===== src/rtl/tclp_pkg.sv =====
// Shared types and character constants of the taxon count list parser.
`timescale 1ns / 1ps

package tclp_pkg;

  localparam int OUT_W = 32;
  localparam int LEN_W = 5;

  typedef logic [1:0] kind_t;

  localparam kind_t KIND_ORDINARY = 2'd0;
  localparam kind_t KIND_AMBIG    = 2'd1;
  localparam kind_t KIND_MATE     = 2'd2;
  localparam kind_t KIND_FRAME    = 2'd3;

  localparam logic [7:0] CHAR_COLON = 8'h3A;
  localparam logic [7:0] CHAR_A     = 8'h41;
  localparam logic [7:0] CHAR_BAR   = 8'h7C;
  localparam logic [7:0] CHAR_DASH  = 8'h2D;
  localparam logic [7:0] CHAR_SPACE = 8'h20;
  localparam logic [7:0] CHAR_ZERO  = 8'h30;

  localparam logic [OUT_W-1:0] SENT_AMBIG = 32'd2147483647;
  localparam logic [OUT_W-1:0] SENT_MATE  = 32'd2147483646;
  localparam logic [OUT_W-1:0] SENT_FRAME = 32'd2147483645;

  typedef struct packed {
    kind_t            kind;
    logic [OUT_W-1:0] taxon_id;
    logic [OUT_W-1:0] hit_count;
  } result_t;

endpackage


===== src/rtl/taxon_count_list_parser_unit.sv =====
// Top level of the taxon count list parser: input register, parser, result register.
//
//  channel  | direction | tdata                      | tuser      | tlast
//  in_      | slave     | [7:0] text_byte            | -          | final_byte
//  out_     | master     | [31:0] taxon_id, [63:32] hit_count | [1:0] entry_kind | -
//
//  One byte per clock sustained while no result is held waiting; each result
//  passes through the input register and the result register around the parser.
//  Synchronous active-low reset returns the parser to the start of an id token.
//  A waiting result holds the parser, even for a byte that emits nothing; an
//  empty input register still takes one transaction, after that in_tready
//  stays low until the result is taken, so an output stall also stalls the input.
`timescale 1ns / 1ps

module taxon_count_list_parser_unit #(
  parameter int VALUE_WIDTH = 32,
  parameter int MAX_DIGITS  = 20
) (
  input  logic        clk,
  input  logic        rst_n,
  input  logic        in_tvalid,
  output logic        in_tready,
  input  logic [7:0]  in_tdata,   // [7:0] text_byte
  input  logic        in_tlast,
  output logic        out_tvalid,
  input  logic        out_tready,
  output logic [63:0] out_tdata,  // [31:0] taxon_id, [63:32] hit_count
  output logic [1:0]  out_tuser   // [1:0] entry_kind
);
  import tclp_pkg::*;

  logic       in_valid_r;
  logic [7:0] char_r;
  logic       final_r;
  logic       out_valid_r;
  result_t    result_r;

  logic       slot_free;
  logic       step;
  logic       emit;
  result_t    result;

  assign slot_free = !out_valid_r || out_tready;
  assign step      = in_valid_r && slot_free;
  assign in_tready = !in_valid_r || slot_free;

  tclp_parser #(.VALUE_WIDTH(VALUE_WIDTH), .MAX_DIGITS(MAX_DIGITS)) u_parser (
    .clk      (clk),
    .rst_n    (rst_n),
    .step     (step),
    .char_in  (char_r),
    .final_in (final_r),
    .emit     (emit),
    .result   (result)
  );

  // hold the input transaction until the parser consumes it
  always_ff @(posedge clk) begin
    if (!rst_n) begin
      in_valid_r <= 1'b0;
    end else if (in_tready) begin
      in_valid_r <= in_tvalid;
    end
  end

  always_ff @(posedge clk) begin
    if (in_tready && in_tvalid) begin
      char_r  <= in_tdata;
      final_r <= in_tlast;
    end
  end

  always_ff @(posedge clk) begin
    if (!rst_n) begin
      out_valid_r <= 1'b0;
    end else if (slot_free) begin
      out_valid_r <= step && emit;
    end
  end

  always_ff @(posedge clk) begin
    if (step && emit) begin
      result_r <= result;
    end
  end

  assign out_tvalid = out_valid_r;
  assign out_tdata  = {result_r.hit_count, result_r.taxon_id};
  assign out_tuser  = result_r.kind;

endmodule


===== src/rtl/tclp_token_acc.sv =====
// Decimal token accumulator step: value*10 + (byte - '0') and saturating length.
`timescale 1ns / 1ps

module tclp_token_acc #(
  parameter int VALUE_WIDTH = 32,
  parameter int MAX_DIGITS  = 20
) (
  input  logic [VALUE_WIDTH-1:0]     val,
  input  logic [tclp_pkg::LEN_W-1:0] len,
  input  logic [7:0]                 char_in,
  output logic [VALUE_WIDTH-1:0]     val_nxt,
  output logic [tclp_pkg::LEN_W-1:0] len_nxt
);
  import tclp_pkg::*;

  logic [VALUE_WIDTH-1:0] times_ten;
  logic [VALUE_WIDTH-1:0] char_ext;

  assign times_ten = (val << 3) + (val << 1);
  assign char_ext  = VALUE_WIDTH'(char_in);
  assign val_nxt   = times_ten + char_ext - VALUE_WIDTH'(CHAR_ZERO);
  assign len_nxt   = (len > LEN_W'(MAX_DIGITS)) ? len : len + LEN_W'(1);

endmodule


===== src/rtl/tclp_parser.sv =====
// Pair parser: token state, phase tracking and result formatting.
`timescale 1ns / 1ps

module tclp_parser #(
  parameter int VALUE_WIDTH = 32,
  parameter int MAX_DIGITS  = 20
) (
  input  logic              clk,
  input  logic              rst_n,
  input  logic              step,
  input  logic [7:0]        char_in,
  input  logic              final_in,
  output logic              emit,
  output tclp_pkg::result_t result
);
  import tclp_pkg::*;

  logic                   in_count_r, in_count_nxt;
  kind_t                  kind_r, kind_nxt;
  logic [VALUE_WIDTH-1:0] id_acc_r, id_acc_nxt;
  logic [VALUE_WIDTH-1:0] cnt_acc_r, cnt_acc_nxt;
  logic [LEN_W-1:0]       id_len_r, id_len_nxt;
  logic [LEN_W-1:0]       cnt_len_r, cnt_len_nxt;

  logic [VALUE_WIDTH-1:0] id_step_val, cnt_step_val;
  logic [LEN_W-1:0]       id_step_len, cnt_step_len;
  logic [VALUE_WIDTH-1:0] id_eff, cnt_eff;
  logic [OUT_W-1:0]       id_out, cnt_out;
  kind_t                  first_kind;

  tclp_token_acc #(.VALUE_WIDTH(VALUE_WIDTH), .MAX_DIGITS(MAX_DIGITS)) u_id_acc (
    .val     (id_acc_r),
    .len     (id_len_r),
    .char_in (char_in),
    .val_nxt (id_step_val),
    .len_nxt (id_step_len)
  );

  tclp_token_acc #(.VALUE_WIDTH(VALUE_WIDTH), .MAX_DIGITS(MAX_DIGITS)) u_cnt_acc (
    .val     (cnt_acc_r),
    .len     (cnt_len_r),
    .char_in (char_in),
    .val_nxt (cnt_step_val),
    .len_nxt (cnt_step_len)
  );

  always_comb begin
    unique case (char_in)
      CHAR_A:    first_kind = KIND_AMBIG;
      CHAR_BAR:  first_kind = KIND_MATE;
      CHAR_DASH: first_kind = KIND_FRAME;
      default:   first_kind = KIND_ORDINARY;
    endcase
  end

  // count is zero when the list ends on the colon of an id
  assign id_eff  = (id_len_r > LEN_W'(MAX_DIGITS)) ? '0 : id_acc_r;
  assign cnt_eff = (!in_count_r || cnt_len_r > LEN_W'(MAX_DIGITS)) ? '0 : cnt_acc_r;

  generate
    if (VALUE_WIDTH >= OUT_W) begin : g_trunc
      assign id_out  = id_eff[OUT_W-1:0];
      assign cnt_out = cnt_eff[OUT_W-1:0];
    end else begin : g_extend
      assign id_out  = {{(OUT_W-VALUE_WIDTH){1'b0}}, id_eff};
      assign cnt_out = {{(OUT_W-VALUE_WIDTH){1'b0}}, cnt_eff};
    end
  endgenerate

  always_comb begin
    result.kind = kind_r;
    unique case (kind_r)
      KIND_AMBIG: begin
        result.taxon_id  = SENT_AMBIG;
        result.hit_count = cnt_out;
      end
      KIND_MATE: begin
        result.taxon_id  = SENT_MATE;
        result.hit_count = SENT_MATE;
      end
      KIND_FRAME: begin
        result.taxon_id  = SENT_FRAME;
        result.hit_count = SENT_FRAME;
      end
      default: begin
        result.taxon_id  = id_out;
        result.hit_count = cnt_out;
      end
    endcase
  end

  always_comb begin
    in_count_nxt = in_count_r;
    kind_nxt     = kind_r;
    id_acc_nxt   = id_acc_r;
    cnt_acc_nxt  = cnt_acc_r;
    id_len_nxt   = id_len_r;
    cnt_len_nxt  = cnt_len_r;
    emit         = 1'b0;
    if (final_in) begin
      emit         = in_count_r || (char_in == CHAR_COLON);
      in_count_nxt = 1'b0;
      kind_nxt     = KIND_ORDINARY;
      id_acc_nxt   = '0;
      cnt_acc_nxt  = '0;
      id_len_nxt   = '0;
      cnt_len_nxt  = '0;
    end else if (!in_count_r) begin
      if (char_in == CHAR_COLON) begin
        in_count_nxt = 1'b1;
        cnt_acc_nxt  = '0;
        cnt_len_nxt  = '0;
      end else begin
        if (id_len_r == '0) begin
          kind_nxt = first_kind;
        end
        id_acc_nxt = id_step_val;
        id_len_nxt = id_step_len;
      end
    end else if (char_in == CHAR_SPACE) begin
      emit         = 1'b1;
      in_count_nxt = 1'b0;
      kind_nxt     = KIND_ORDINARY;
      id_acc_nxt   = '0;
      cnt_acc_nxt  = '0;
      id_len_nxt   = '0;
      cnt_len_nxt  = '0;
    end else begin
      cnt_acc_nxt = cnt_step_val;
      cnt_len_nxt = cnt_step_len;
    end
  end

  always_ff @(posedge clk) begin
    if (!rst_n) begin
      in_count_r <= 1'b0;
      kind_r     <= KIND_ORDINARY;
      id_acc_r   <= '0;
      cnt_acc_r  <= '0;
      id_len_r   <= '0;
      cnt_len_r  <= '0;
    end else if (step) begin
      in_count_r <= in_count_nxt;
      kind_r     <= kind_nxt;
      id_acc_r   <= id_acc_nxt;
      cnt_acc_r  <= cnt_acc_nxt;
      id_len_r   <= id_len_nxt;
      cnt_len_r  <= cnt_len_nxt;
    end
  end

endmodule


===== config.mk =====
export PLATFORM = sky130hd
export DESIGN_NAME = taxon_count_list_parser_unit
export DESIGN_NICKNAME = d
export VERILOG_FILES = /design/src/rtl/tclp_pkg.sv /design/src/rtl/taxon_count_list_parser_unit.sv /design/src/rtl/tclp_token_acc.sv /design/src/rtl/tclp_parser.sv
export SDC_FILE = /design/constraint.sdc
export NUM_CORES = 1
export LEC_CHECK = 0
export BUFFER_PORTS_ARGS = -buffer_cell sky130_fd_sc_hd__buf_2
export CAP_MARGIN = 20
export CORE_AREA = 10 10 164 181
export CTS_CLUSTER_DIAMETER = 30
export CTS_CLUSTER_SIZE = 20
export DETAILED_ROUTE_END_ITERATION = 8
export DIE_AREA = 0 0 174 191
export SETUP_SLACK_MARGIN = 0.5
export SKIP_CTS_REPAIR_TIMING = 1
export SLEW_MARGIN = 30
export SYNTH_ARGS = -nofsm -noshare
export SYNTH_HDL_FRONTEND = slang
export SYNTH_HIERARCHICAL = 1
export SYNTH_SLANG_ARGS = --single-unit

===== constraint.sdc =====
create_clock -name clk -period 8.3 [get_ports clk]
set_input_delay 0.415 -clock clk [delete_from_list [all_inputs] [get_ports clk]]
set_output_delay 0.415 -clock clk [all_outputs]
set_load 0.1 [all_outputs]

---- Yosys cells after proc, flatten, opt, wreduce, memory -nomap -nowiden ----
Cells that the tools add are included.
operators by class
  equality and inequality tests ........... 12
  mux-type cells .......................... 34
  reductions and logical operators ........ 18
  add/subtract/negate cells ............... 8
  magnitude comparators ................... 2
operator list
  cell                                                  number
  2-to-1 mux 32 bit                                     10
  case mux 64 bit (3 select lines)                      1
  adder 32 bit                                          2
  adder 32 x 8 -> 32 bit                                2
  subtractor 32 x 6 -> 32 bit, second input constant    2
  2-to-1 mux 5 bit                                      10
  equality test 8 x 6 -> 1 bit, second input constant   3
  equality test 8 x 7 -> 1 bit, second input constant   2
  adder 5 x 1 -> 5 bit, second input constant           2
  greater-than comparator 5 bit, second input constant  2
  2-to-1 mux 2 bit                                      5
  AND reduction 4 bit                                   2
  2-to-1 mux 1 bit                                      7
  != test 3 x 2 -> 1 bit, second input constant         2
  case mux 2 bit (3 select lines)                       1
  AND reduction 3 bit                                   2
  nonzero test 3 bit                                    2
  logical NOT 5 bit                                     1
  equality test 2 bit, second input constant            2
  logical OR 1 bit                                      4
  != test 4 bit, second input constant                  1
  logical AND 1 bit                                     3
  logical NOT 1 bit                                     3
  != test 3 bit, second input constant                  1
  2 further kinds                                       2
word-level totals
  output and inout bits ................... 68
  input port bits ......................... 13
  word-level logic and storage cells ...... 87
  register bits after elaboration ......... 154

---- Depth between registers and ports, before layout ----
  depth in word-level cells ............... 6
  depth in mapped cells ................... 13
  mapped depth without buffers ............ 13

---- Cells and area by module ----
Netlist, hierarchy kept.
modules (own cells, without submodules)
  module                                cells each  area each (um^2)  instances  sequential area each (um^2)
  tclp_parser                           334         3285.7            1          1541.5
  tclp_token_acc at u_parser.u_id_acc   413         2971.6            1          0.0
  tclp_token_acc at u_parser.u_cnt_acc  399         2896.5            1          0.0
  taxon_count_list_parser_unit          88          2364.8            1          2292.2

---- Worst setup path before layout ----
Ideal clock, no wire load.
  path kind ............................... reg-to-reg
  start point ............................. reg char_r[2]
  end point ............................... reg result_r, in the netlist out_tdata[0], enable pin
  setup time .............................. 0.490 ns
  period minus slack after synthesis ...... 4.604 ns
  slack ................................... 3.696 ns
  path buffers ............................ 0
  data arrival time ....................... 4.114 ns
  stages on the path, launching flop included .. 7
  required time ........................... 7.810 ns
  cells stage by stage .................... edfxtp_1 > or4b_4 > nor2_1 > nand2_1 > o21ai_0 > nand2_1 > nor2_1
on the way
  word-level cells in the longest chain between the ends .. 5
  elaborated cells on any way between the ends .. 7
  those cells by class .................... eq/ne (2); mux (3); reduce/logical (2)
ends and longest elaborated chain
  item                          RTL line                            RTL
  start: declaration            taxon_count_list_parser_unit.sv:33  logic [7:0] char_r;
  start signal: assignment      taxon_count_list_parser_unit.sv:68  char_r <= in_tdata;
  equality test 8 x 6 -> 1 bit  tclp_parser.sv:120                  end else if (char_in == CHAR_SPACE) begin
  2-to-1 mux 1 bit              tclp_parser.sv:120
  2-to-1 mux 1 bit              tclp_parser.sv:108                  end else if (!in_count_r) begin
  2-to-1 mux 1 bit (*)          tclp_parser.sv:100                  if (final_in) begin
  named net emit                taxon_count_list_parser_unit.sv:40  logic emit;
  logical AND 1 bit (*)         taxon_count_list_parser_unit.sv:82  if (step && emit) begin
  end signal: assignment        taxon_count_list_parser_unit.sv:83  result_r <= result;
  end: declaration              taxon_count_list_parser_unit.sv:36  result_t result_r;
Mark *: on every way through the listed nets, which the timed path passes. The rest lies on a longest branch.
A chain may end at the register's enable or synchronous reset.

---- Final worst setup path ----
  start point ............................. reg char_r[3]
  end point ............................... reg u_parser.cnt_acc_r[29]
on the way
  word-level cells in the longest chain between the ends .. 5
  elaborated cells on any way between the ends .. 9
  those cells by class .................... add/sub (2); eq/ne (2); mux (3); reduce/logical (2)
ends and longest elaborated chain
  item                                 RTL line              RTL
  adder 32 x 8 -> 32 bit               tclp_token_acc.sv:21  assign val_nxt = times_ten + char_ext - VALUE_WIDTH'(CHAR_ZERO);
  subtractor 32 x 6 -> 32 bit          tclp_token_acc.sv:21
  named net u_parser.cnt_step_val[29]  tclp_parser.sv:25     logic [VALUE_WIDTH-1:0] id_step_val, cnt_step_val;
  2-to-1 mux 32 bit                    tclp_parser.sv:120
  2-to-1 mux 32 bit                    tclp_parser.sv:108
  2-to-1 mux 32 bit                    tclp_parser.sv:100
  end signal: assignment               tclp_parser.sv:146    cnt_acc_r <= cnt_acc_nxt;
  end: declaration                     tclp_parser.sv:21     logic [VALUE_WIDTH-1:0] cnt_acc_r, cnt_acc_nxt;
The timed path passes the listed nets, and every way through them passes these cells.

==> PnR_summary.wiki <==
{| class="wikitable"
! Metric !! Value
|-
| TritonCTS clock tree || built
|-
| Maximum achievable frequency || approximately 270 MHz
|-
| Worst hold slack after final layout || 0.150 ns
|-
| Layout Utilization || 49.3%
|-
| Die area || 0.0332 mm^2
|-
| Fraction of synthesis flops using an asynchronous set or reset pin || 0%
|-
| Synthesized flop and latch total || 154
|-
| Antenna-violating nets left || 0
|-
| Leakage Power || roughly 6 nW
|-
| Clock insertion delay at the later pin of the skew report || 0.44 ns
|-
| Die X-Extent || 174 um
|-
| Number of CTS-inserted buffers || 17
|-
| Sink Count || 154
|-
| CP endpoint kind || flop
|-
| Syn nets || 1431
|-
| Vias per cell || 5.29
|-
| Synthesized area || between 0.01 and 0.015 mm^2
|-
| Highest net fanout along the worst path || 7
|-
| Pin count of the biggest net entering global routing || 67
|-
| Count of final max-slew check failures || 0
|-
| Cell chain of the critical path || fa_1 > fa_1 > inv_1 > fa_1 > and2b_1 > o2111ai_2 > a211oi_4 > o21ai_2 > and3_1 > nor4_2 > a22o_1
|-
| Top-count cell post-synth || sky130_fd_sc_hd__inv_1
|-
| Height of the die || ~190 um
|-
| Final net count || 1491
|-
| Post-route setup TNS || 0 ns
|-
| Biggest area contributors in the synthesized netlist || sky130_fd_sc_hd__edfxtp_1 20%, sky130_fd_sc_hd__ha_1 19%, sky130_fd_sc_hd__dfxtp_1 14%
|-
| Post-layout instance count excluding filler cells || around 1700
|-
| Element type at the critical path start || flop
|-
| CP peak stage delay || ~0.53 ns
|-
| Most frequent cells after synthesis || 201 x sky130_fd_sc_hd__inv_1, 172 x sky130_fd_sc_hd__ha_1, 125 x sky130_fd_sc_hd__nand2_1
|-
| Source of the worst register-to-register timing path || char_r[3]
|-
| Number of iterations in the first detailed-routing pass || 5
|-
| Number of flops mapped to enable cells by yosys || 75
|-
| Port bufs || 80
|-
| Outcome || finished clean
|-
| Critical path required time || 8.69 ns
|-
| Layout cell share with drive strength beyond 1 || 14.2%
|-
| Number of cells after detailed placement || between 1500 and 2000
|-
| Half-perimeter wire length of the detailed placement result || between 15000 and 20000 um
|-
| Pwr Density || 308 mW/mm^2
|-
| Initial cell density of the core || 44.5%
|-
| Sequential-to-total area share from yosys stat || 33.3%
|-
| R2R depth || 11
|-
| Via count || 8781
|-
| Transition at the pin with the smallest max-transition slack || 0.901 ns
|-
| Initial antenna violation count || 0
|-
| Most frequently used flop master after synthesis || sky130_fd_sc_hd__dfxtp_1
|-
| Kind of path behind the tightest hold check || input port to flop
|-
| Register-to-register setup slack || 4.63 ns
|-
| Count of warnings emitted by yosys || 6
|-
| Remaining global-route overflow || 0
|-
| Reg-to-reg critical path endpoint || u_parser/cnt_acc_r[29]
|-
| Total wirelength of the detailed-routed design || 26300 um
|-
| Data arrival time of the critical path || between 4 and 5 ns
|-
| Worst Slack Setup Final || ~4.6 ns
|-
| Global placement routability congestion || roughly 0.9
|-
| Worst min-delay path endpoint || char_r[0]
|-
| Count of final hold-check violations || 0
|-
| Iter 0 DRT Violations || 438
|-
| Antenna cell count || 0
|-
| Instance count of the mapped netlist || 1234
|-
| Core area || 0.0259 mm^2
|-
| Global-route wire length before repair || 43900 um
|-
| H-tree depth reported by CTS || 4
|-
| Total routing resource utilization after global routing || roughly 16%
|-
| Routed wirelength normalized by instance count || 15.8 um
|-
| Ports placed on the boundary || 81
|-
| Fraction of the cycle the final worst path needs || 44.3%
|-
| Total number of placement rows || 62
|-
| Minimum setup slack after placement || 4.61 ns
|-
| Shortest period the worst path allows || 3.67 ns
|-
| Final Setup Violations || 0
|-
| Standard cell area after detailed placement || approximately 0.012 mm^2
|-
| Library cell contributing the largest single delay on the critical path || sky130_fd_sc_hd__fa_1
|-
| Most area-hungry cell type in the Yosys netlist || sky130_fd_sc_hd__edfxtp_1
|-
| Clock slew seen by the registers of the worst setup and hold paths || 0.07 ns
|-
| Number of global-route vias before repair || roughly 8900
|-
| Hold Path Depth || 1
|-
| Total Power || 3.94 mW
|-
| Proportion of netlist area held by the largest area contributor || 19.6%
|-
| Setup repair after global routing missed its margin || no
|-
| Clock Tree Buf Depth || 2
|-
| Area grow syn2layout || 10.9%
|-
| Most frequent cell on the critical path || sky130_fd_sc_hd__fa_1
|-
| Max-cap check violation count || 0
|-
| VDD IR max || 0.000234 V
|-
| Slew margin rel. || about two fifths
|-
| Avg Synthesized Cell Area || 9.33 um^2
|-
| Category of the critical setup timing path || flop to flop
|-
| Netlist cell types || 86
|-
| Root buffer cell || sky130_fd_sc_hd__clkbuf_16
|-
| Area of all placed cells without fillers || around 0.013 mm^2
|-
| Clock tree skew after final layout || 0.0144 ns
|-
| DR DRC count || 0
|-
| Hold path startpoint || in_tdata[0]
|}
-- layer usage --
layer  up-vias  routed length (um)  GRT usage (%)
met5         -                   0              0
li1       4457                   -              -
met4         0                 539           5.69
met2       131               13400           29.3
met3        35                 847           3.02
met1      4158               11500           18.2
-- report_power, final --
part	internal, mW	switching, mW	total (mW)
combinational	0.944	1.32	2.27
sequential	0.841	0.0382	0.879
clock	0.451	0.346	0.797
total	2.24	1.71	3.94
-- logic make-up (layout without fill, tap and decap cells) --
| family | after synthesis | in the layout | synth area share [%] |
|---|---|---|---|
| buffers and inverters | 249 | 322 | 8.95 |
| muxes | 2 | 2 | 0.174 |
| adders and majority gates | 184 | 184 | 20.8 |
| xor gates and xnor gates | 57 | 57 | 4.33 |
| DFF | 154 | 154 | 33.3 |
| AOI/OAI and AO/OA | 325 | 325 | 21.4 |
| and+or+nand+nor | 263 | 263 | 11.1 |
-- final cells by class --
type	count	area (um^2)
repair buffers	89	475
flip-flops and latches	154	3830
clock buffers	18	429
fillers	2556	13100
clock inverters	14	163
multi-input cells	831	6680
well taps	352	440
inverters	201	754
-- cell usage in the layout (no fill, tap or decap), types with 8 or more instances in the layout --
cell type / n
sky130_fd_sc_hd__o21ai_0: 36
sky130_fd_sc_hd__a22o_1: 49
sky130_fd_sc_hd__buf_2: 80
sky130_fd_sc_hd__xnor2_1: 39
sky130_fd_sc_hd__o211ai_1: 8
sky130_fd_sc_hd__nand3_1: 21
sky130_fd_sc_hd__a21o_1: 47
sky130_fd_sc_hd__dfxtp_1: 79
sky130_fd_sc_hd__a31oi_1: 8
sky130_fd_sc_hd__o21ai_1: 9
sky130_fd_sc_hd__edfxtp_1: 75
sky130_fd_sc_hd__nor3_1: 14
sky130_fd_sc_hd__nand2_1: 125
sky130_fd_sc_hd__ha_1: 172
sky130_fd_sc_hd__a21oi_1: 59
sky130_fd_sc_hd__nor2_1: 33
sky130_fd_sc_hd__fa_1: 12
sky130_fd_sc_hd__nand4_1: 14
sky130_fd_sc_hd__inv_1: 201
sky130_fd_sc_hd__xor2_1: 18
sky130_fd_sc_hd__clkbuf_16: 17
sky130_fd_sc_hd__o21a_1: 10
sky130_fd_sc_hd__a22o_2: 26
sky130_fd_sc_hd__buf_4: 8
-- state kept, by name, indices dropped and copies added, names as in the netlist --
signal,flops
u_parser/in_count_r,1
u_parser/cnt_acc_r,32
out_tdata,64
u_parser/cnt_len_r,5
out_tuser,2
u_parser/id_acc_r,32
u_parser/kind_r,2
out_tvalid,1
in_valid_r,1
u_parser/id_len_r,5
final_r,1
char_r,8
-- worst max-delay path: cells and delay by family (launching register included) --
kind / cells / cell delay [ns]
fa+ha+maj: 3 / 1.47
compound gates: 4 / 0.89
simple gates: 3 / 0.68
flops: 1 / 0.52
buf+inv: 1 / 0.07
-- how the worst max path moves through the flow --
stage | from | endpoint | slack [ns]
4_1_cts | char_r[3] | u_parser/cnt_acc_r[29] | 4.60
6_report | char_r[3] | u_parser/cnt_acc_r[29] | 4.63
3_5_place_dp | char_r[3] | u_parser/cnt_acc_r[29] | 4.61
3_3_place_gp | char_r[3] | u_parser/cnt_acc_r[29] | 4.70
2_1_floorplan | char_r[2] | out_tdata[0] | 3.70
5_1_grt | char_r[3] | u_parser/id_acc_r[25] | 4.40
Note: power is estimated with default switching activity, not from simulation.
